<file path="src/sv/wpf_pkg.sv">
// shared constants, state encoding and control structs for the palindrome word finder
package wpf_pkg;

   localparam int MAX_WORD_DEF = 32;
   localparam int NUM_W        = 16;
   localparam int LEN_W        = 6;
   localparam logic [NUM_W-1:0] CNT_MAX = '1;

   localparam logic [7:0] CHAR_COMMA  = 8'h2C;
   localparam logic [7:0] CHAR_SPACE  = 8'h20;
   localparam logic [7:0] CHAR_PERIOD = 8'h2E;

   typedef enum logic [1:0] {
      ST_IDLE,
      ST_SETUP,
      ST_CHECK,
      ST_FINISH
   } wpf_state_type;

   typedef struct packed {
      logic accept;
      logic setup;
      logic check;
      logic finish;
   } wpf_cmd_type;

   typedef struct packed {
      logic closes_word;
      logic pairs_done;
      logic slot_free;
   } wpf_sts_type;

endpackage

</file>
<file path="src/sv/wpf_ctrl.sv">
// controller state machine: byte intake, mirror check sequencing, result hand-off
module wpf_ctrl
   import wpf_pkg::*;
(
   input  logic        clock,
   input  logic        reset,
   input  logic        req_valid,
   output logic        req_ready,
   input  wpf_sts_type sts,
   output wpf_cmd_type cmd
);

   wpf_state_type state_ff;
   wpf_state_type state_in;

   always_ff @(posedge clock) begin
      if (reset) begin
         state_ff <= ST_IDLE;
      end else begin
         state_ff <= state_in;
      end
   end

   always_comb begin
      state_in = state_ff;
      case (state_ff)
         ST_IDLE: begin
            if (req_valid && sts.closes_word) begin
               state_in = ST_SETUP;
            end
         end
         ST_SETUP: begin
            state_in = ST_CHECK;
         end
         ST_CHECK: begin
            if (sts.pairs_done) begin
               state_in = ST_FINISH;
            end
         end
         ST_FINISH: begin
            if (sts.slot_free) begin
               state_in = ST_IDLE;
            end
         end
         default: begin
            state_in = ST_IDLE;
         end
      endcase
   end

   always_comb begin
      req_ready = 1'b0;
      cmd       = '0;
      case (state_ff)
         ST_IDLE: begin
            req_ready  = 1'b1;
            cmd.accept = req_valid;
         end
         ST_SETUP: begin
            cmd.setup = 1'b1;
         end
         ST_CHECK: begin
            cmd.check = 1'b1;
         end
         ST_FINISH: begin
            cmd.finish = sts.slot_free;
         end
         default: begin
            req_ready = 1'b0;
         end
      endcase
   end

endmodule

</file>
<file path="config.mk">
export PLATFORM = sky130hd
export DESIGN_NAME = wpf_ctrl
export DESIGN_NICKNAME = d
export VERILOG_FILES = /design/src/sv/wpf_pkg.sv /design/src/sv/wpf_ctrl.sv
export SDC_FILE = /design/constraint.sdc
export NUM_CORES = 1
export LEC_CHECK = 0
export BUFFER_PORTS_ARGS = -buffer_cell sky130_fd_sc_hd__buf_2
export CORE_AREA = 2 2 39 41
export DETAILED_ROUTE_END_ITERATION = 8
export DIE_AREA = 0 0 41 43
export GPL_TIMING_DRIVEN = 0
export MAX_ROUTING_LAYER = met4
export SLEW_MARGIN = 20
export SYNTH_ARGS = -nofsm -noshare
export SYNTH_HDL_FRONTEND = slang
export SYNTH_SLANG_ARGS = --single-unit
</file>
<file path="constraint.sdc">
create_clock -name clock -period 2.6 [get_ports clock]
set_clock_uncertainty 0.05 [all_clocks]
set_input_delay 0.39 -clock clock [delete_from_list [all_inputs] [get_ports clock]]
set_output_delay 0.39 -clock clock [all_outputs]
set_load 0.01 [all_outputs]
</file>
After elaboration in Yosys (flattened, before gate mapping) --
Cells that the tools add are included. Widths: inputs -> output; s select.
Storage, ports and cells: output and inout port bits 5, logic and storage cells 19, register bits 2
Operators by class: equal/unequal tests 6, multiplexer cells 9, reductions and logical operators 3
Operator list (number):
- $pmux 2 s4 | 1
- $mux 2 | 3
- $ne 2x2->1 const B | 3
- $mux 1 | 5
- $eq 2x2->1 const B | 2
- $reduce_and 3->1 | 1
- $eq 2x1->1 const B | 1
- $logic_not 2->1 | 1
- $logic_and 1x1->1 | 1

Longest topological paths before layout --
Gate-level depths: netlist of the first run.
depth after elaboration 3, gate-level depth with buffers 5, gate-level depth less buffers 5

Least setup slack after synthesis of the first run --
Ideal clock, no wire load.
path kind register to register, start point register state_ff[0], end point register state_ff[0], arrival 1397 ps, slack 1093 ps, cell stages (with the launch flop) 6, path buffers 0, cells stage by stage dfxtp_1 -> inv_1 -> ha_1 -> nor2b_1 -> or4_1 -> nand2_1
Between the ends: cells in the longest elaborated chain, start to end 3, elaborated cells between the ends (all ways) 9
Ends and longest elaborated chain:
- start, declared | RTL line wpf_ctrl.sv:13 | wpf_state_type state_ff;
- start signal, assigned | RTL line wpf_ctrl.sv:20 | state_ff <= state_in;
- $eq 2x2->1 or $logic_not 2->1 (tied branches) | RTL line wpf_ctrl.sv:26 | case (state_ff)
- $ne 2x2->1 (no line)
- $reduce_and 3->1 (no line)
Several ways; a longest one is shown, not always the timed one. A chain may end at the register's enable or synchronous reset.

==> results of run 1 <==
[layer usage]
metal / vias up / share of wire (%) / routed length, µm / track usage, %
li1: 104 / - / - / -
met1: 84 / 34 / 141 / 5.11
met2: 9 / 54 / 224 / 10.3
met3: 2 / 11 / 44 / 1.57
met4: 0 / 1.9 / 8 / 6.00
met5: - / 0 / 0 / -
[final cells by class]
class | count | share of cell area, %
multi-input combinational | 17 | 50.4
clock buffer | 3 | 7.76
sequential | 2 | 13.8
tap | 16 | 6.90
timing repair buffer | 10 | 17.2
inverter | 3 | 3.88
[worst max path at each step]
stage | slack [ns] | end | startpoint | depth (start not counted)
after floorplan | 1.09 | state_ff[0] | state_ff[0] | 5
after global placement | 1.06 | state_ff[0] | state_ff[0] | 5
after detailed placement | 1.05 | state_ff[0] | state_ff[0] | 5
after CTS | 0.95 | cmd[3] | state_ff[0] | 4
after global routing | 0.86 | state_ff[1] | state_ff[0] | 5
final | 0.98 | cmd[3] | state_ff[0] | 4
[per-stage QoR]
step	area (µm²)	hold WS, ns	utilization [%]	cells
2_1_floorplan	198	0.434	-	22
3_3_place_gp	268	0.471	19.3	48
3_5_place_dp	268	0.482	19.3	48
4_1_cts	290	0.426	21.0	51
5_1_grt	290	0.454	21.0	51
6_report	290	0.429	21.0	51
[worst register-to-register path, cell delays in order (launching register included)]
cell and delay (ns):
sky130_fd_sc_hd__dfxtp_1 0.36, sky130_fd_sc_hd__inv_1 0.10, sky130_fd_sc_hd__ha_1 0.22, sky130_fd_sc_hd__nor2b_1 0.17
sky130_fd_sc_hd__or4_1 0.51, sky130_fd_sc_hd__nand2_1 0.07
[where the power goes]
group | switching (mW) | internal (mW)
Clock | 0.0181 | 0.0509
Combinational | 0.0816 | 0.0665
Sequential | 0.0146 | 0.0458
[logic make-up (layout without fill, tap and decap cells)]
| group | count (synthesis) | in the layout | synth area share [%] |
|---|---|---|---|
| AOI/OAI and AO/OA | 5 | 5 | 20.9 |
| adders and majority gates | 5 | 5 | 31.6 |
| DFF | 2 | 2 | 20.3 |
| buffers and inverters | 3 | 16 | 5.70 |
| and+or+nand+nor | 7 | 7 | 21.5 |
[synth_stat cells]
library cell and count:
sky130_fd_sc_hd__o311ai_0 2, sky130_fd_sc_hd__or4_1 1, sky130_fd_sc_hd__inv_1 3, sky130_fd_sc_hd__nor2b_1 1, sky130_fd_sc_hd__o41ai_1 1, sky130_fd_sc_hd__and2b_1 1
sky130_fd_sc_hd__nand2_1 2, sky130_fd_sc_hd__ha_1 5, sky130_fd_sc_hd__and2_2 1, sky130_fd_sc_hd__a21boi_0 1, sky130_fd_sc_hd__o21bai_1 1, sky130_fd_sc_hd__dfxtp_1 2
sky130_fd_sc_hd__and2_1 1
[cells in the final DEF (no fill, tap or decap)]
cell type / synthesis / layout
sky130_fd_sc_hd__inv_1: 3 / 3
sky130_fd_sc_hd__and2_1: 1 / 1
sky130_fd_sc_hd__ha_1: 5 / 5
sky130_fd_sc_hd__and2b_1: 1 / 1
sky130_fd_sc_hd__dfxtp_1: 2 / 2
sky130_fd_sc_hd__or4_1: 1 / 1
sky130_fd_sc_hd__buf_2: 0 / 10
sky130_fd_sc_hd__nor2b_1: 1 / 1
sky130_fd_sc_hd__o21bai_1: 1 / 1
sky130_fd_sc_hd__a21boi_0: 1 / 1
sky130_fd_sc_hd__and2_2: 1 / 1
sky130_fd_sc_hd__o311ai_0: 2 / 2
sky130_fd_sc_hd__clkbuf_4: 0 / 3
sky130_fd_sc_hd__o41ai_1: 1 / 1
sky130_fd_sc_hd__nand2_1: 2 / 2
==> PnR_summary.wiki, run 1 <==
{| class="wikitable"
! Metric !! Value
|-
| Routability cong. || ~0.65
|-
| Master cell of the clock root buffer || sky130_fd_sc_hd__clkbuf_4
|-
| Area of combinational cells with multiple inputs || between 100 and 150 µm²
|-
| Post-route fraction of the period consumed by the critical path || between 60% and 70%
|-
| TritonCTS Buffers || 3
|-
| Detailed-placement wirelength estimate || between 300 and 400 µm
|-
| 1st-pass router iterations || 2
|-
| Cells on Worst Hold Path || 4
|-
| Leading cell types by total area after synthesis || sky130_fd_sc_hd__ha_1, sky130_fd_sc_hd__dfxtp_1, sky130_fd_sc_hd__o311ai_0
|-
| Number of port buffers || 10
|-
| Setup repair after global routing missed its margin || false
|-
| DR vias || between 150 and 200
|-
| Buffers and inverters on the worst path || 2
|-
| Antenna violations before repair || 0
|-
| # IOs || 11
|-
| Buffer levels on the longest clock path || 2
|-
| Number of nets with antenna violations after routing || 0
|-
| Effective utilization at floorplan || 14.3%
|-
| Area share of the largest cell type after synthesis || approximately a third
|-
| Relative max-transition margin || between 70% and 80%
|-
| Largest driver fanout on the critical path || 4
|-
| Post-layout worst setup margin || around 0.98 ns
|-
| Final routed DRC violation total || 0
|-
| Reg2reg end || state_ff[0]
|-
| DRT iter0 DRCs || 1
|-
| Sinks on Clock Net || 2
|-
| Leakage || 0.153 nW
|-
| Synthesized flop and latch total || 2
|-
| Post-synthesis sequential area ratio || 20.3%
|-
| Slew at the pin closest to its max-slew limit || 0.392 ns
|-
| Post-Route Setup TNS || 0 ns
|-
| Number of global-route vias before repair || 197
|-
| HP Start || reset
|-
| Total routing resource utilization after global routing || 6.26%
|-
| Die area || between 1500 and 2000 µm²
|-
| Crit path max-delay family || flip-flops
|-
| Count of warnings emitted by yosys || 0
|-
| H-Tree Depth || 1
|-
| Power per unit of standard cell area || ~960 nW/µm²
|-
| Sort of element at the end of the critical path || output port
|-
| R2r setup slk || about 1.1 ns
|-
| Chip height || roughly 43 µm
|-
| X dimension of the die || approximately 41 µm
|-
| Hold buffers post-CTS || 0
|-
| Avg WL per Cell || between 8 and 9 µm
|-
| FF-to-FF Start || state_ff[0]
|-
| Final critical delay including setup and external delays || 1.62 ns
|-
| DP Worst Slack || 1.05 ns
|-
| Nets || 48
|-
| Netlist area before placement || 198 µm²
|-
| # Max-Cap Violations || 0
|-
| Insertion delay of the later-clocked pin in the worst-skew pair || roughly 0.22 ns
|-
| Combined flip-flop and latch cell area || around 40 µm²
|-
| Registers with the highest flip-flop counts || state_ff: 2 flops
|-
| Std cell rows || 14
|-
| Post-cts resize count || 0
|-
| Biggest register || state_ff
|-
| Critical Path AT || about 1.2 ns
|-
| Ordered list of cells on the worst path || inv_1, ha_1, and2_1, buf_2
|-
| Clock slew seen by the registers of the worst setup and hold paths || roughly 0.030 ns
|-
| Status || completed
|-
| Post-CTS Setup Repair Bufs || 0
|-
| Hold Fails Final Rpt || 0
|-
| Critical setup path kind || flip-flop to output port
|-
| Grt total ovfl || 0
|-
| Required arrival time at the worst endpoint || ~2.2 ns
|-
| Count of pins over their slew limit || 0
|-
| First-pass GRT wire length || 696 µm
|-
| Max Clock Freq || 616 MHz
|-
| Gate count after technology mapping || 22
|-
| Largest register FFs || 2
|-
| CP Launch Type || flip-flop
|-
| Endpoint of the worst hold-timing path || state_ff[1]
|-
| Largest net degree at the start of global routing || 5
|-
| Total nets after synthesis || 33
|-
| R2R depth || 5
|-
| Share of cells above drive strength 1 || between 40% and 50%
|-
| Number of distinct standard cells referenced by the synthesized netlist || 13
|-
| Max stage delay cell, worst path || sky130_fd_sc_hd__dfxtp_1
|-
| Worst path max stage delay || ~0.36 ns
|-
| Most area-hungry cell type in the Yosys netlist || sky130_fd_sc_hd__ha_1
|-
| DRT Wirelength || 418 µm
|-
| Core area || 1380 µm²
|-
| Number of diodes added for antenna fixing || 0
|-
| Finish-stage setup viols || 0
|-
| Post-synthesis to final-layout area growth || 46.8%
|-
| CTS tree || built
|-
| Maximum resistive drop on vdd || around 0.00014 V
|-
| Worst min path class || primary input to flip-flop
|-
| # fillers || ~150
|-
| Detail-routed via count per cell || 3.90
|-
| Syn_area_per_cell || 8.99 µm²
|-
| Design Power || roughly 0.28 mW
|}
Power figures use the tool's default switching activity.
==> run 2, diff against run 1 <==
clock period = 1.5 ns   (was 2.6 ns; I/O delays follow)
==> PnR_summary.wiki, run 2 (synthesis results as in run 1) <==
{| class="wikitable"
! Metric !! Value
|-
| Status || completed
|-
| Detailed-placement wirelength estimate || between 300 and 400 µm
|-
| Endpoint of the worst hold-timing path || state_ff[1]
|-
| Registers with the highest flip-flop counts || state_ff: 2 flops
|-
| Die area || 1760 µm²
|-
| Number of nets with antenna violations after routing || 0
|-
| Final critical delay including setup and external delays || about 1.4 ns
|-
| Max stage delay cell, worst path || sky130_fd_sc_hd__or4_1
|-
| FF-to-FF Start || state_ff[0]
|-
| Grt total ovfl || 0
|-
| Critical Path AT || between 1.5 and 2 ns
|-
| Avg WL per Cell || between 8 and 9 µm
|-
| Net switching power figure || between 0.2 and 0.25 mW
|-
| X dimension of the die || about 40 µm
|-
| Post-route fraction of the period consumed by the critical path || 95.4%
|-
| R2r setup slk || about 0.07 ns
|-
| # IOs || 11
|-
| Chip height || around 43 µm
|-
| Part of the total power dissipated in combinational logic || 52.8%
|-
| Sinks on Clock Net || 2
|-
| Core area || about 1400 µm²
|-
| Biggest register || state_ff
|-
| # Max-Cap Violations || 0
|-
| Relative max-transition margin || between 70 and 80%
|-
| Critical setup path kind || flip-flop to flip-flop
|-
| TritonCTS Buffers || 3
|-
| Worst path max stage delay || a little over 0.5 ns
|-
| Cells on Worst Hold Path || 4
|-
| Share of total power consumed by net switching || 40.6%
|-
| Share of cells above drive strength 1 || 57.1%
|-
| Worst min path class || primary input to flip-flop
|-
| Worst hold-check slack || 0.256 ns
|-
| DRT iter0 DRCs || 0
|-
| Detail-routed via count per cell || about 4.0
|-
| Insertion delay of the later-clocked pin in the worst-skew pair || between 0.2 and 0.25 ns
|-
| Final routed DRC violation total || 0
|-
| Effective utilization at floorplan || between 10% and 20%
|-
| Hold Fails Final Rpt || 0
|-
| HP Start || reset
|-
| Number of cells after detailed placement || 48
|-
| CP Launch Type || flip-flop
|-
| Leakage || approximately 0.16 nW
|-
| Reg2reg end || state_ff[0]
|-
| DR vias || ~200
|-
| Slew at the pin closest to its max-slew limit || ~0.30 ns
|-
| Required arrival time at the worst endpoint || 1.61 ns
|-
| Number of diodes added for antenna fixing || 0
|-
| Std cell rows || 14
|-
| Largest driver fanout on the critical path || 4
|-
| Maximum resistive drop on vdd || between 0.0002 and 0.0003 V
|-
| Total routing resource utilization after global routing || under 10%
|-
| Part of the total power dissipated in sequential elements || 23.5%
|-
| Ordered list of cells on the worst path || ha_1, and2b_1, or4_1, nand2_1
|-
| Top library cells by usage in the layout, fill and taps aside || sky130_fd_sc_hd__buf_2, sky130_fd_sc_hd__ha_1, sky130_fd_sc_hd__clkbuf_4
|-
| H-Tree Depth || 1
|-
| Crit path max-delay family || simple AND/OR/NAND/NOR gates
|-
| 1st-pass router iterations || 1
|-
| Buffer levels on the longest clock path || 2
|-
| Cell Int Power || 0.308 mW
|-
| Nets || 48
|-
| Max Clock Freq || ~700 MHz
|-
| Largest register FFs || 2
|-
| Routability cong. || between 0.6 and 0.7
|-
| Power per unit of standard cell area || roughly 1700 nW/µm²
|-
| Largest net degree at the start of global routing || 5
|-
| Number of port buffers || 10
|-
| DRT Wirelength || 436 µm
|-
| First-pass GRT wire length || between 700 and 800 µm
|-
| Clock power frac || 23.7%
|-
| Finish-stage setup viols || 0
|-
| Antenna violations before repair || 0
|-
| Core utilization of the finished layout || 22.1%
|-
| Sort of element at the end of the critical path || flip-flop
|-
| Post-CTS Setup Repair Bufs || 0
|-
| Number of global-route vias before repair || 190
|-
| Most common cell after layout, fill and taps aside || sky130_fd_sc_hd__buf_2
|-
| Count of pins over their slew limit || 0
|-
| Buffers and inverters on the worst path || 0
|-
| Post-synthesis to final-layout area growth || 54.4%
|-
| CTS tree || built
|-
| Final Non-Filler Cells || roughly 50
|-
| Master cell of the clock root buffer || sky130_fd_sc_hd__clkbuf_4
|-
| Setup repair after global routing missed its margin || false
|-
| Clock slew seen by the registers of the worst setup and hold paths || about 0.030 ns
|-
| R2R depth || 4
|}
==> run 2: final cells by class <==
class	instances	area (µm²)
clock buffer	3	22.5
inverter	3	11.3
fill	166	1080
multi-input combinational	17	156
sequential	2	45.0
tap	16	20.0
timing repair buffer	10	50.0
==> run 2: worst max-delay path by stage <==
stage	startpoint	to	slack (ns)	cells after the start
after global placement	state_ff[0]	state_ff[0]	-0.005	5
after global routing	state_ff[1]	state_ff[0]	0.009	5
final	state_ff[0]	state_ff[0]	0.07	4
after detailed placement	state_ff[0]	state_ff[0]	-0.02	5
after CTS	state_ff[0]	state_ff[0]	0.01	5
after floorplan	state_ff[0]	state_ff[0]	0.03	5
==> run 2: metrics by stage <==
stage	setup TNS (ns)	setup WS, ns	total power [mW]	cell area, µm²
final	0	0.0692	0.519	305
after global routing	0	0.00907	0.594	305
after CTS	0	0.0128	0.512	295
after detailed placement	-0.0346	-0.0244	0.370	270
after global placement	-0.00550	-0.00550	0.364	270
after floorplan	0	0.0313	0.288	200
==> run 2: worst min-delay path, stage by stage <==
cell and delay [ns]:
sky130_fd_sc_hd__buf_2 0.08, sky130_fd_sc_hd__inv_1 0.05, sky130_fd_sc_hd__nand2_1 0.07, sky130_fd_sc_hd__o41ai_1 0.06
==> run 2: routing by layer <==
| metal | up-vias | track usage [%] | share of wire (%) |
|---|---|---|---|
| met2 | 9 | 9.06 | 53 |
| li1 | 105 | - | - |
| met5 | - | - | 0 |
| met4 | 0 | 10.0 | 3.2 |
| met1 | 89 | 6.05 | 38 |
| met3 | 2 | 3.14 | 6.0 |
==> run 2: power groups by stage <==
stage,Clock (mW),Combinational [mW],Sequential [mW]
after floorplan,0,0.188,0.0993
after detailed placement,0,0.262,0.108
after global placement,0,0.257,0.107
after global routing,0.136,0.329,0.129
final,0.123,0.274,0.122
after CTS,0.132,0.267,0.113
==> run 2: what timing repair did <==
item | in CTS | in global routing
gates cloned | 0 | 0
resized for setup | 2 | 7
setup endpoints to repair | 2 | 3
hold buffers | 0 | 0
