$ cat src/sv/wpf_pkg.sv
// shared constants, state encoding and control structs for the palindrome word finder
package wpf_pkg;

   localparam int MAX_WORD_DEF = 32;
   localparam int NUM_W        = 16;
   localparam int LEN_W        = 6;
   localparam logic [NUM_W-1:0] CNT_MAX = '1;

   localparam logic [7:0] CHAR_COMMA  = 8'h2C;
   localparam logic [7:0] CHAR_SPACE  = 8'h20;
   localparam logic [7:0] CHAR_PERIOD = 8'h2E;

   typedef enum logic [1:0] {
      ST_IDLE,
      ST_SETUP,
      ST_CHECK,
      ST_FINISH
   } wpf_state_type;

   typedef struct packed {
      logic accept;
      logic setup;
      logic check;
      logic finish;
   } wpf_cmd_type;

   typedef struct packed {
      logic closes_word;
      logic pairs_done;
      logic slot_free;
   } wpf_sts_type;

endpackage

$ cat src/sv/wpf_ram.sv
// generic ram, one write port and two registered read ports
module wpf_ram #(
   parameter int WIDTH = 8,
   parameter int DEPTH = 32,
   localparam int AddrW = (DEPTH > 1) ? $clog2(DEPTH) : 1
) (
   input  logic             clock,
   input  logic             wr_en,
   input  logic [AddrW-1:0] wr_addr,
   input  logic [WIDTH-1:0] wr_data,
   input  logic [AddrW-1:0] rd_addr_a,
   input  logic [AddrW-1:0] rd_addr_b,
   output logic [WIDTH-1:0] rd_data_a,
   output logic [WIDTH-1:0] rd_data_b
);

   logic [WIDTH-1:0] mem_ff [DEPTH];
   logic [WIDTH-1:0] rd_a_ff;
   logic [WIDTH-1:0] rd_b_ff;

   always_ff @(posedge clock) begin
      if (wr_en) begin
         mem_ff[wr_addr] <= wr_data;
      end
      rd_a_ff <= mem_ff[rd_addr_a];
      rd_b_ff <= mem_ff[rd_addr_b];
   end

   assign rd_data_a = rd_a_ff;
   assign rd_data_b = rd_b_ff;

endmodule

$ cat src/sv/wpf_datapath.sv
// datapath: word buffer, pairwise mirror compare, running counters and result register
module wpf_datapath
   import wpf_pkg::*;
#(
   parameter int MAX_WORD = MAX_WORD_DEF
) (
   input  logic             clock,
   input  logic             reset,
   input  wpf_cmd_type      cmd,
   output wpf_sts_type      sts,
   input  logic [7:0]       text_byte,
   input  logic             last_byte,
   input  logic             rsp_ready,
   output logic             rsp_valid,
   output logic [NUM_W-1:0] word_number,
   output logic [LEN_W-1:0] word_length,
   output logic             is_palindrome,
   output logic             word_too_long,
   output logic             best_found,
   output logic [NUM_W-1:0] best_number,
   output logic [LEN_W-1:0] best_length,
   output logic [NUM_W-1:0] palindrome_total
);

   localparam int AddrW = (MAX_WORD > 1) ? $clog2(MAX_WORD) : 1;
   localparam int FillW = $clog2(MAX_WORD + 1);
   localparam logic [FillW-1:0] FillMax = FillW'(MAX_WORD);

   logic [FillW-1:0] fill_ff, fill_in;
   logic             over_ff, over_in;
   logic             last_ff, last_in;
   logic [NUM_W-1:0] wcnt_ff, wcnt_in;
   logic [NUM_W-1:0] pcnt_ff, pcnt_in;
   logic [FillW-1:0] blen_ff, blen_in;
   logic [NUM_W-1:0] bidx_ff, bidx_in;
   logic             bvld_ff, bvld_in;
   logic [FillW-1:0] lo_ff, lo_in;
   logic [FillW-1:0] hi_ff, hi_in;
   logic             rdp_ff, rdp_in;
   logic             mism_ff, mism_in;
   logic             rsp_valid_ff, rsp_valid_in;

   logic [NUM_W-1:0] out_num_ff;
   logic [LEN_W-1:0] out_len_ff;
   logic             out_pal_ff;
   logic             out_long_ff;
   logic             out_bvld_ff;
   logic [NUM_W-1:0] out_bidx_ff;
   logic [LEN_W-1:0] out_blen_ff;
   logic [NUM_W-1:0] out_pcnt_ff;

   logic             is_sep;
   logic             has_room;
   logic             pair_left;
   logic             issue;
   logic             wr_en;
   logic [7:0]       rd_lo;
   logic [7:0]       rd_hi;
   logic             pal;
   logic             better;
   logic [NUM_W-1:0] pcnt_new;
   logic [FillW-1:0] blen_new;
   logic [NUM_W-1:0] bidx_new;
   logic             bvld_new;

   assign is_sep    = text_byte inside {CHAR_COMMA, CHAR_SPACE, CHAR_PERIOD};
   assign has_room  = fill_ff < FillMax;
   assign pair_left = lo_ff < hi_ff;
   assign issue     = cmd.check && pair_left;
   assign wr_en     = cmd.accept && !is_sep && has_room;

   wpf_ram #(
      .WIDTH(8),
      .DEPTH(MAX_WORD)
   ) u_word_ram (
      .clock    (clock),
      .wr_en    (wr_en),
      .wr_addr  (fill_ff[AddrW-1:0]),
      .wr_data  (text_byte),
      .rd_addr_a(lo_ff[AddrW-1:0]),
      .rd_addr_b(hi_ff[AddrW-1:0]),
      .rd_data_a(rd_lo),
      .rd_data_b(rd_hi)
   );

   // word close: new record values as seen in the result
   always_comb begin
      pal      = !over_ff && !mism_ff;
      better   = pal && (fill_ff > blen_ff);
      pcnt_new = (pal && pcnt_ff != CNT_MAX) ? pcnt_ff + NUM_W'(1) : pcnt_ff;
      blen_new = better ? fill_ff : blen_ff;
      bidx_new = better ? wcnt_ff : bidx_ff;
      bvld_new = better ? 1'b1 : bvld_ff;
   end

   always_comb begin
      fill_in = fill_ff;
      over_in = over_ff;
      last_in = last_ff;
      wcnt_in = wcnt_ff;
      pcnt_in = pcnt_ff;
      blen_in = blen_ff;
      bidx_in = bidx_ff;
      bvld_in = bvld_ff;
      lo_in   = lo_ff;
      hi_in   = hi_ff;
      rdp_in  = rdp_ff;
      mism_in = mism_ff;

      if (cmd.accept) begin
         last_in = last_byte;
         if (!is_sep) begin
            if (has_room) begin
               fill_in = fill_ff + FillW'(1);
            end else begin
               over_in = 1'b1;
            end
         end
      end

      if (cmd.setup) begin
         lo_in   = '0;
         hi_in   = (fill_ff == '0) ? '0 : fill_ff - FillW'(1);
         rdp_in  = 1'b0;
         mism_in = 1'b0;
      end

      // read of a pair goes out while the previous pair is compared
      if (cmd.check) begin
         rdp_in = issue;
         if (issue) begin
            lo_in = lo_ff + FillW'(1);
            hi_in = hi_ff - FillW'(1);
         end
         if (rdp_ff && (rd_lo != rd_hi)) begin
            mism_in = 1'b1;
         end
      end

      if (cmd.finish) begin
         fill_in = '0;
         over_in = 1'b0;
         if (last_ff) begin
            wcnt_in = '0;
            pcnt_in = '0;
            blen_in = '0;
            bidx_in = '0;
            bvld_in = 1'b0;
         end else begin
            wcnt_in = (wcnt_ff != CNT_MAX) ? wcnt_ff + NUM_W'(1) : wcnt_ff;
            pcnt_in = pcnt_new;
            blen_in = blen_new;
            bidx_in = bidx_new;
            bvld_in = bvld_new;
         end
      end
   end

   assign rsp_valid_in = cmd.finish || (rsp_valid_ff && !rsp_ready);

   always_ff @(posedge clock) begin
      if (reset) begin
         fill_ff      <= '0;
         over_ff      <= 1'b0;
         last_ff      <= 1'b0;
         wcnt_ff      <= '0;
         pcnt_ff      <= '0;
         blen_ff      <= '0;
         bidx_ff      <= '0;
         bvld_ff      <= 1'b0;
         lo_ff        <= '0;
         hi_ff        <= '0;
         rdp_ff       <= 1'b0;
         mism_ff      <= 1'b0;
         rsp_valid_ff <= 1'b0;
      end else begin
         fill_ff      <= fill_in;
         over_ff      <= over_in;
         last_ff      <= last_in;
         wcnt_ff      <= wcnt_in;
         pcnt_ff      <= pcnt_in;
         blen_ff      <= blen_in;
         bidx_ff      <= bidx_in;
         bvld_ff      <= bvld_in;
         lo_ff        <= lo_in;
         hi_ff        <= hi_in;
         rdp_ff       <= rdp_in;
         mism_ff      <= mism_in;
         rsp_valid_ff <= rsp_valid_in;
      end
   end

   always_ff @(posedge clock) begin
      if (cmd.finish) begin
         out_num_ff  <= wcnt_ff;
         out_len_ff  <= LEN_W'(fill_ff);
         out_pal_ff  <= pal;
         out_long_ff <= over_ff;
         out_bvld_ff <= bvld_new;
         out_bidx_ff <= bidx_new;
         out_blen_ff <= LEN_W'(blen_new);
         out_pcnt_ff <= pcnt_new;
      end
   end

   assign sts.closes_word = is_sep || last_byte;
   assign sts.pairs_done  = !pair_left && !rdp_ff;
   assign sts.slot_free   = !rsp_valid_ff || rsp_ready;

   assign rsp_valid        = rsp_valid_ff;
   assign word_number      = out_num_ff;
   assign word_length      = out_len_ff;
   assign is_palindrome    = out_pal_ff;
   assign word_too_long    = out_long_ff;
   assign best_found       = out_bvld_ff;
   assign best_number      = out_bidx_ff;
   assign best_length      = out_blen_ff;
   assign palindrome_total = out_pcnt_ff;

endmodule

$ cat config.mk
export PLATFORM = sky130hd
export DESIGN_NAME = wpf_datapath
export DESIGN_NICKNAME = d
export VERILOG_FILES = /design/src/sv/wpf_pkg.sv /design/src/sv/wpf_ram.sv /design/src/sv/wpf_datapath.sv
export SDC_FILE = /design/constraint.sdc
export NUM_CORES = 1
export LEC_CHECK = 0
export BUFFER_PORTS_ARGS = -buffer_cell sky130_fd_sc_hd__clkbuf_2
export CAP_MARGIN = 20
export CELL_PAD_IN_SITES_DETAIL_PLACEMENT = 0
export CELL_PAD_IN_SITES_GLOBAL_PLACEMENT = 1
export CORE_MARGIN = 3
export CORE_UTILIZATION = 53
export DETAILED_ROUTE_END_ITERATION = 8
export PLACE_DENSITY_LB_ADDON = 0.3
export SYNTH_ARGS = -nofsm -noshare
export SYNTH_HDL_FRONTEND = slang
export SYNTH_HIERARCHICAL = 1
export SYNTH_SLANG_ARGS = --single-unit
$ cat constraint.sdc
create_clock -name clock -period 3.6 [get_ports clock]
set_clock_uncertainty 0.15 [all_clocks]
set_input_delay 0.36 -clock clock [delete_from_list [all_inputs] [get_ports clock]]
set_output_delay 0.36 -clock clock [all_outputs]
set_load 0.02 [all_outputs]
# Yosys cells after proc, flatten, opt, wreduce, memory -nomap -nowiden
# Memories as Yosys holds them, arrays and structs flattened. A register that Yosys moved wholly into a read port is not among the register bits.
# Cells that the tools add are included.
# classes
n_addsub,6
order_cmp,3
eq_ne,6
muxes,24
bitwise_logic,2
reduce_logical,27
# ops
operator,n
2-to-1 mux 16 bit,6
2-to-1 mux 6 bit,9
adder 16 x 1 -> 16 bit (second input constant),2
inequality test 16 bit (second input constant),2
equality test 8 x 6 -> 1 bit (second input constant),3
adder 6 x 1 -> 6 bit (second input constant),2
subtractor 6 x 1 -> 6 bit (second input constant),2
logical AND 1 bit,9
2-to-1 mux 1 bit,9
inequality test 8 bit,1
zero test 1 bit,7
> comparator 6 bit,1
zero test 6 bit,1
less-than comparator 6 bit,1
less-than comparator 6 bit (second input constant),1
AND reduction 3 bit,2
nonzero test 2 bit,2
logical OR 1 bit,3
nonzero test 3 bit,1
NOT 1 bit,2
AND reduction 2 bit,1
OR reduction 2 bit,1
# word_totals
register_bits,141
ramBits,256
in_bits,16
out_inout_bits,67
mem_count,1
# memory_table
name,words,width,rd,rd_ports_with_merged_regs,write_ports,line_no,rtl
u_word_ram.mem_ff,32,8,2,2,1,wpf_ram.sv:17,logic [WIDTH-1:0] mem_ff [DEPTH];

# Depth between registers and ports, before layout
# logic_depth
word_depth,7
ltp_mapped,10
mapped_depth_nobuf,7

# Cells and area by module
# The synthesis kept the hierarchy.
# modules_own_cells
module,n_inst,cells_each,area_per_inst_um2,seq_area_each_um2
wpf_ram,1,532,12208.0,8007.7
wpf_datapath,1,587,6353.6,3453.3

# Worst setup path before layout
# Ideal clock, no wire load.
# synth_path
path_kind,input -> register
start,in text_byte[5]
end,mem u_word_ram.mem_ff[28][0] (enable)
t_arrival_ns,2.200
path_slack_ns,0.880
stages,6
path_buffers,1
cell_sequence,or4b_1 -> a211oi_1 -> nor3b_1 -> or3b_2 -> clkbuf_1 -> nor2_1
# synth_between
elab_chain_cells,7
elab_cells_between_ends,9
classes_between,3 x eq/ne; 2 x mux; 4 x reduce/logical
# synth_rtl
item,line_no,rtl
start: declaration,wpf_datapath.sv:11,"input logic [7:0] text_byte,"
equality test 8 x 6 -> 1 bit,wpf_datapath.sv:66,"assign is_sep = text_byte inside {CHAR_COMMA, CHAR_SPACE, CHAR_PERIOD};"
nonzero test 3 bit (*),wpf_datapath.sv:66,
zero test 1 bit (*),--,
logical AND 1 bit (*) (2 in series),wpf_datapath.sv:70,assign wr_en = cmd.accept && !is_sep && has_room;
net wr_en,wpf_datapath.sv:56,logic wr_en;
2-to-1 mux 1 bit (*),wpf_ram.sv:22,if (wr_en) begin
2-to-1 mux 1 bit (not written as such) (*),wpf_ram.sv:23,mem_ff[wr_addr] <= wr_data;
end: declaration,wpf_ram.sv:17,
# Mark *: on every way through the listed nets, which the timed path passes. The rest lies on a longest branch.

==> impl_metrics.env <==
export IMPL_outcome="complete, no violations"
export IMPL_synth_simple_area_share_pct=6.437
export IMPL_first_global_vias=10950
export IMPL_slowest_delay_ns=0.72
export IMPL_dieHeight_um=193.1
export IMPL_r2r_cells=8
export IMPL_fin_setup_tns_ns=0
export IMPL_cp_start_kind="flop"
export IMPL_fmax_ghz=0.3487
export IMPL_cts_max_level=2
export IMPL_required_ns=3.09
export IMPL_seqPwrFrac_pct=42.3
export IMPL_cts_root_buf="clkbuf_16"
export IMPL_cts_tree="done"
export IMPL_dpl_cell_area_um2=19650
export IMPL_p_sw_mw=3.501
export IMPL_place_congestion=0.8977
export IMPL_ys_seq_area_share_pct=61.75
export IMPL_antenna_found_initial=0
export IMPL_p_int_mw=9.662
export IMPL_p_leak_nw=6.953
export IMPL_cts_repair_resized=0
export IMPL_die_w_um=193.1
export IMPL_drt_iter0_drc=1121
export IMPL_via_per_inst=6.444
export IMPL_slew_violations=0
export IMPL_hold_viol_final=0
export IMPL_core_um2=34040
export IMPL_p_sw_share_pct=26.60
export IMPL_setup_violations=0
export IMPL_ys_seq_elements=413
export IMPL_clkPwrFrac_pct=35.1
export IMPL_rows=67
export IMPL_clk_pin_slew_worst_paths_ns=0.06
export IMPL_routed_wirelength_mm=44.00
export IMPL_worstPathArrival_ns=2.36
export IMPL_synth_fa_ha_area_share_pct=1.213
export IMPL_area_growth_pct=14.05
export IMPL_cp_max_fo=11
export IMPL_grt_pass1_wl_mm=68.55
export IMPL_initial_utilization_pct=54.54
export IMPL_vdd_drop_max_mv=0.4570
export IMPL_synth_compound_area_share_pct=4.631
export IMPL_p_comb_share_pct=22.6
export IMPL_async_reset_ff_share_pct=0
export IMPL_maxCapViolCount=0
export IMPL_cts_buffers=44
export IMPL_dpl_hpwl_mm=29.16
export IMPL_layout_common_cells="edfxtp_1, mux4_2, dfxtp_1, nor2_1, clkbuf_2"
export IMPL_holdPathStages=2
export IMPL_ys_types=64
export IMPL_avgSynthCellArea_um2=16.59
export IMPL_num_vias=11050
export IMPL_antenna_cells=0
export IMPL_post_route_period_util_pct=79.67
export IMPL_cpMaxStageDelayCell="dfxtp_1"
export IMPL_fin_area_um2=21170
export IMPL_hp_class="in2reg"
export IMPL_cts_max_path_buffers=3
export IMPL_worstMarginPinSlew_ns=0.9697
export IMPL_netlist_area_um2=18560
export IMPL_drive_gt1_share_pct=32.15
export IMPL_synth_xor_area_share_pct=1.840
export IMPL_crit_type="reg2out"
export IMPL_synth_edf_count=319
export IMPL_stdcell_count=1714
export IMPL_yosys_warnings=6
export IMPL_synth_top_family_by_area="multiplexers"
export IMPL_finalPower_mw=13.16
export IMPL_route_detailed_drc=0
export IMPL_ios=83
export IMPL_rsz0062_at_grt="false"
export IMPL_die_area_um2=37300
export IMPL_synthFlopType="edfxtp_1"
export IMPL_routedWlPerCell_um=25.67
export IMPL_fin_nets=1265
export IMPL_cp_end_kind="output port"
export IMPL_clk_latency_ns=0.57
export IMPL_powerDensity_nw_per_um2=621.8
export IMPL_ant_nets=0
export IMPL_dr_pass1_iters=6
export IMPL_grt_max_degree=66
export IMPL_dpl_cell_count=1629
export IMPL_maxSlewHeadroom_pct=35.11
export IMPL_muxShareOfSynthArea_pct=21.92
export IMPL_overflow=0
export IMPL_layout_commonest_cell="edfxtp_1"
export IMPL_port_buffers=82
export IMPL_synth_fp_nets=1153
export IMPL_syn_inst=1119
export IMPL_path_cells="inv_1, ha_1, a21oi_1, o21bai_1, a41oi_1, nor2_1, clkbuf_2"
export IMPL_period_needed_ns=2.868
export IMPL_grt_usage_pct=24.59
export IMPL_cts_sinks=413
## cells by family after synthesis
kind of cell,Yosys count
compound gates,123
xor+xnor,39
fa+ha+maj,18
buf+inv,92
flops,413
mux,202
simple gates,232
## final timing paths
| path | start | end | slack (ns) |
|---|---|---|---|
| max | hi_ff[3]$_SDFF_PP0_ | sts[1] | 0.73 |
| min | reset | wcnt_ff[1]$_SDFFE_PP0P_ | 0.05 |
| max reg2reg | hi_ff[3]$_SDFF_PP0_ | lo_ff[2]$_SDFF_PP0_ | 0.89 |
| min reg2reg | bvld_ff$_SDFFE_PP0P_ | bvld_ff$_SDFFE_PP0P_ | 0.32 |
## layer usage
metal / GRT usage (%) / vias to the layer above / wire length (um)
li1: - / 4749 / -
met3: 4.393 / 79 / 3771
met2: 36.24 / 569 / 19660
met5: 0 / - / 0
met4: 10.07 / 0 / 1702
met1: 36.74 / 5648 / 18860
## worst max-delay path: cells and delay by family, from the launching register on
kind	cells	cell delay, ns
AO/OA/AOI/OAI	3	0.43
adder cells (fa/ha/maj)	1	0.22
buffers and inverters	2	0.34
flip-flops	1	0.72
AND/OR/NAND/NOR	1	0.08
## what timing repair did
action	4_1_cts	5_1_grt
endpoints found under the hold margin	4	0
hold buffers	4	0
setup buffers	0	0
## sequential cells by signal, indices dropped and copies added, names as in the netlist, 6 cells and up
signal                cells
wcnt_ff                  16
pcnt_ff                  16
blen_ff                   6
palindrome_total         16
best_number              16
word_number              16
bidx_ff                  16
word_length               6
hi_ff                     6
fill_ff                   6
lo_ff                     6
best_length               6
u_word_ram/rd_data_a      8
u_word_ram/rd_data_b      8
u_word_ram/mem_ff       256
## through the flow
stage / setup WS [ns] / hold WS [ns] / util (%)
3_5_place_dp: 0.5945 / 0.3002 / 57.73
3_3_place_gp: 0.7710 / 0.2922 / 57.73
2_1_floorplan: 0.8799 / 0.2529 / -
6_report: 0.7320 / 0.05445 / 62.20
4_1_cts: 0.6746 / 0.02273 / 62.20
5_1_grt: 0.5535 / 0.06333 / 62.20
## synth_stat cells (6+ instances only)
master	number	area share, %
a21o_1	6	0.24
a21oi_1	31	0.84
a22o_1	25	1.2
a31oi_1	8	0.27
buf_1	19	0.38
buf_4	12	0.49
clkbuf_1	31	0.63
dfxtp_1	94	10
edfxtp_1	319	52
ha_1	18	1.2
inv_1	24	0.49
mux2_2	34	2.1
mux2i_1	6	0.32
mux4_2	160	19
nand2_1	33	0.67
nand2b_1	8	0.27
nand3_1	24	0.65
nand3b_1	6	0.24
nand4_1	9	0.30
nor2_1	81	1.6
nor3_1	10	0.27
nor4_1	8	0.27
o21ai_0	11	0.30
o21ai_1	9	0.24
or3_1	13	0.44
xnor2_1	34	1.6
## power groups by stage
stage | clock network [mW] | registers [mW] | logic, mW
after floorplan | 0 | 5.54 | 2.27
after detailed placement | 0 | 5.67 | 2.96
after global routing | 4.92 | 5.59 | 3.16
after CTS | 4.72 | 5.57 | 2.99
after global placement | 0 | 5.67 | 2.92
final | 4.62 | 5.57 | 2.98
## final cells by class
cell class | instances | area (um^2)
clock buffers | 60 | 1244
multi-input cells | 614 | 6690
well taps | 448 | 560.5
clock inverters | 21 | 239.0
flip-flops and latches | 413 | 11470
fillers | 2533 | 12860
inverters | 24 | 90.09
repair buffers | 134 | 875.8
(Power assumes the default switching activity.)
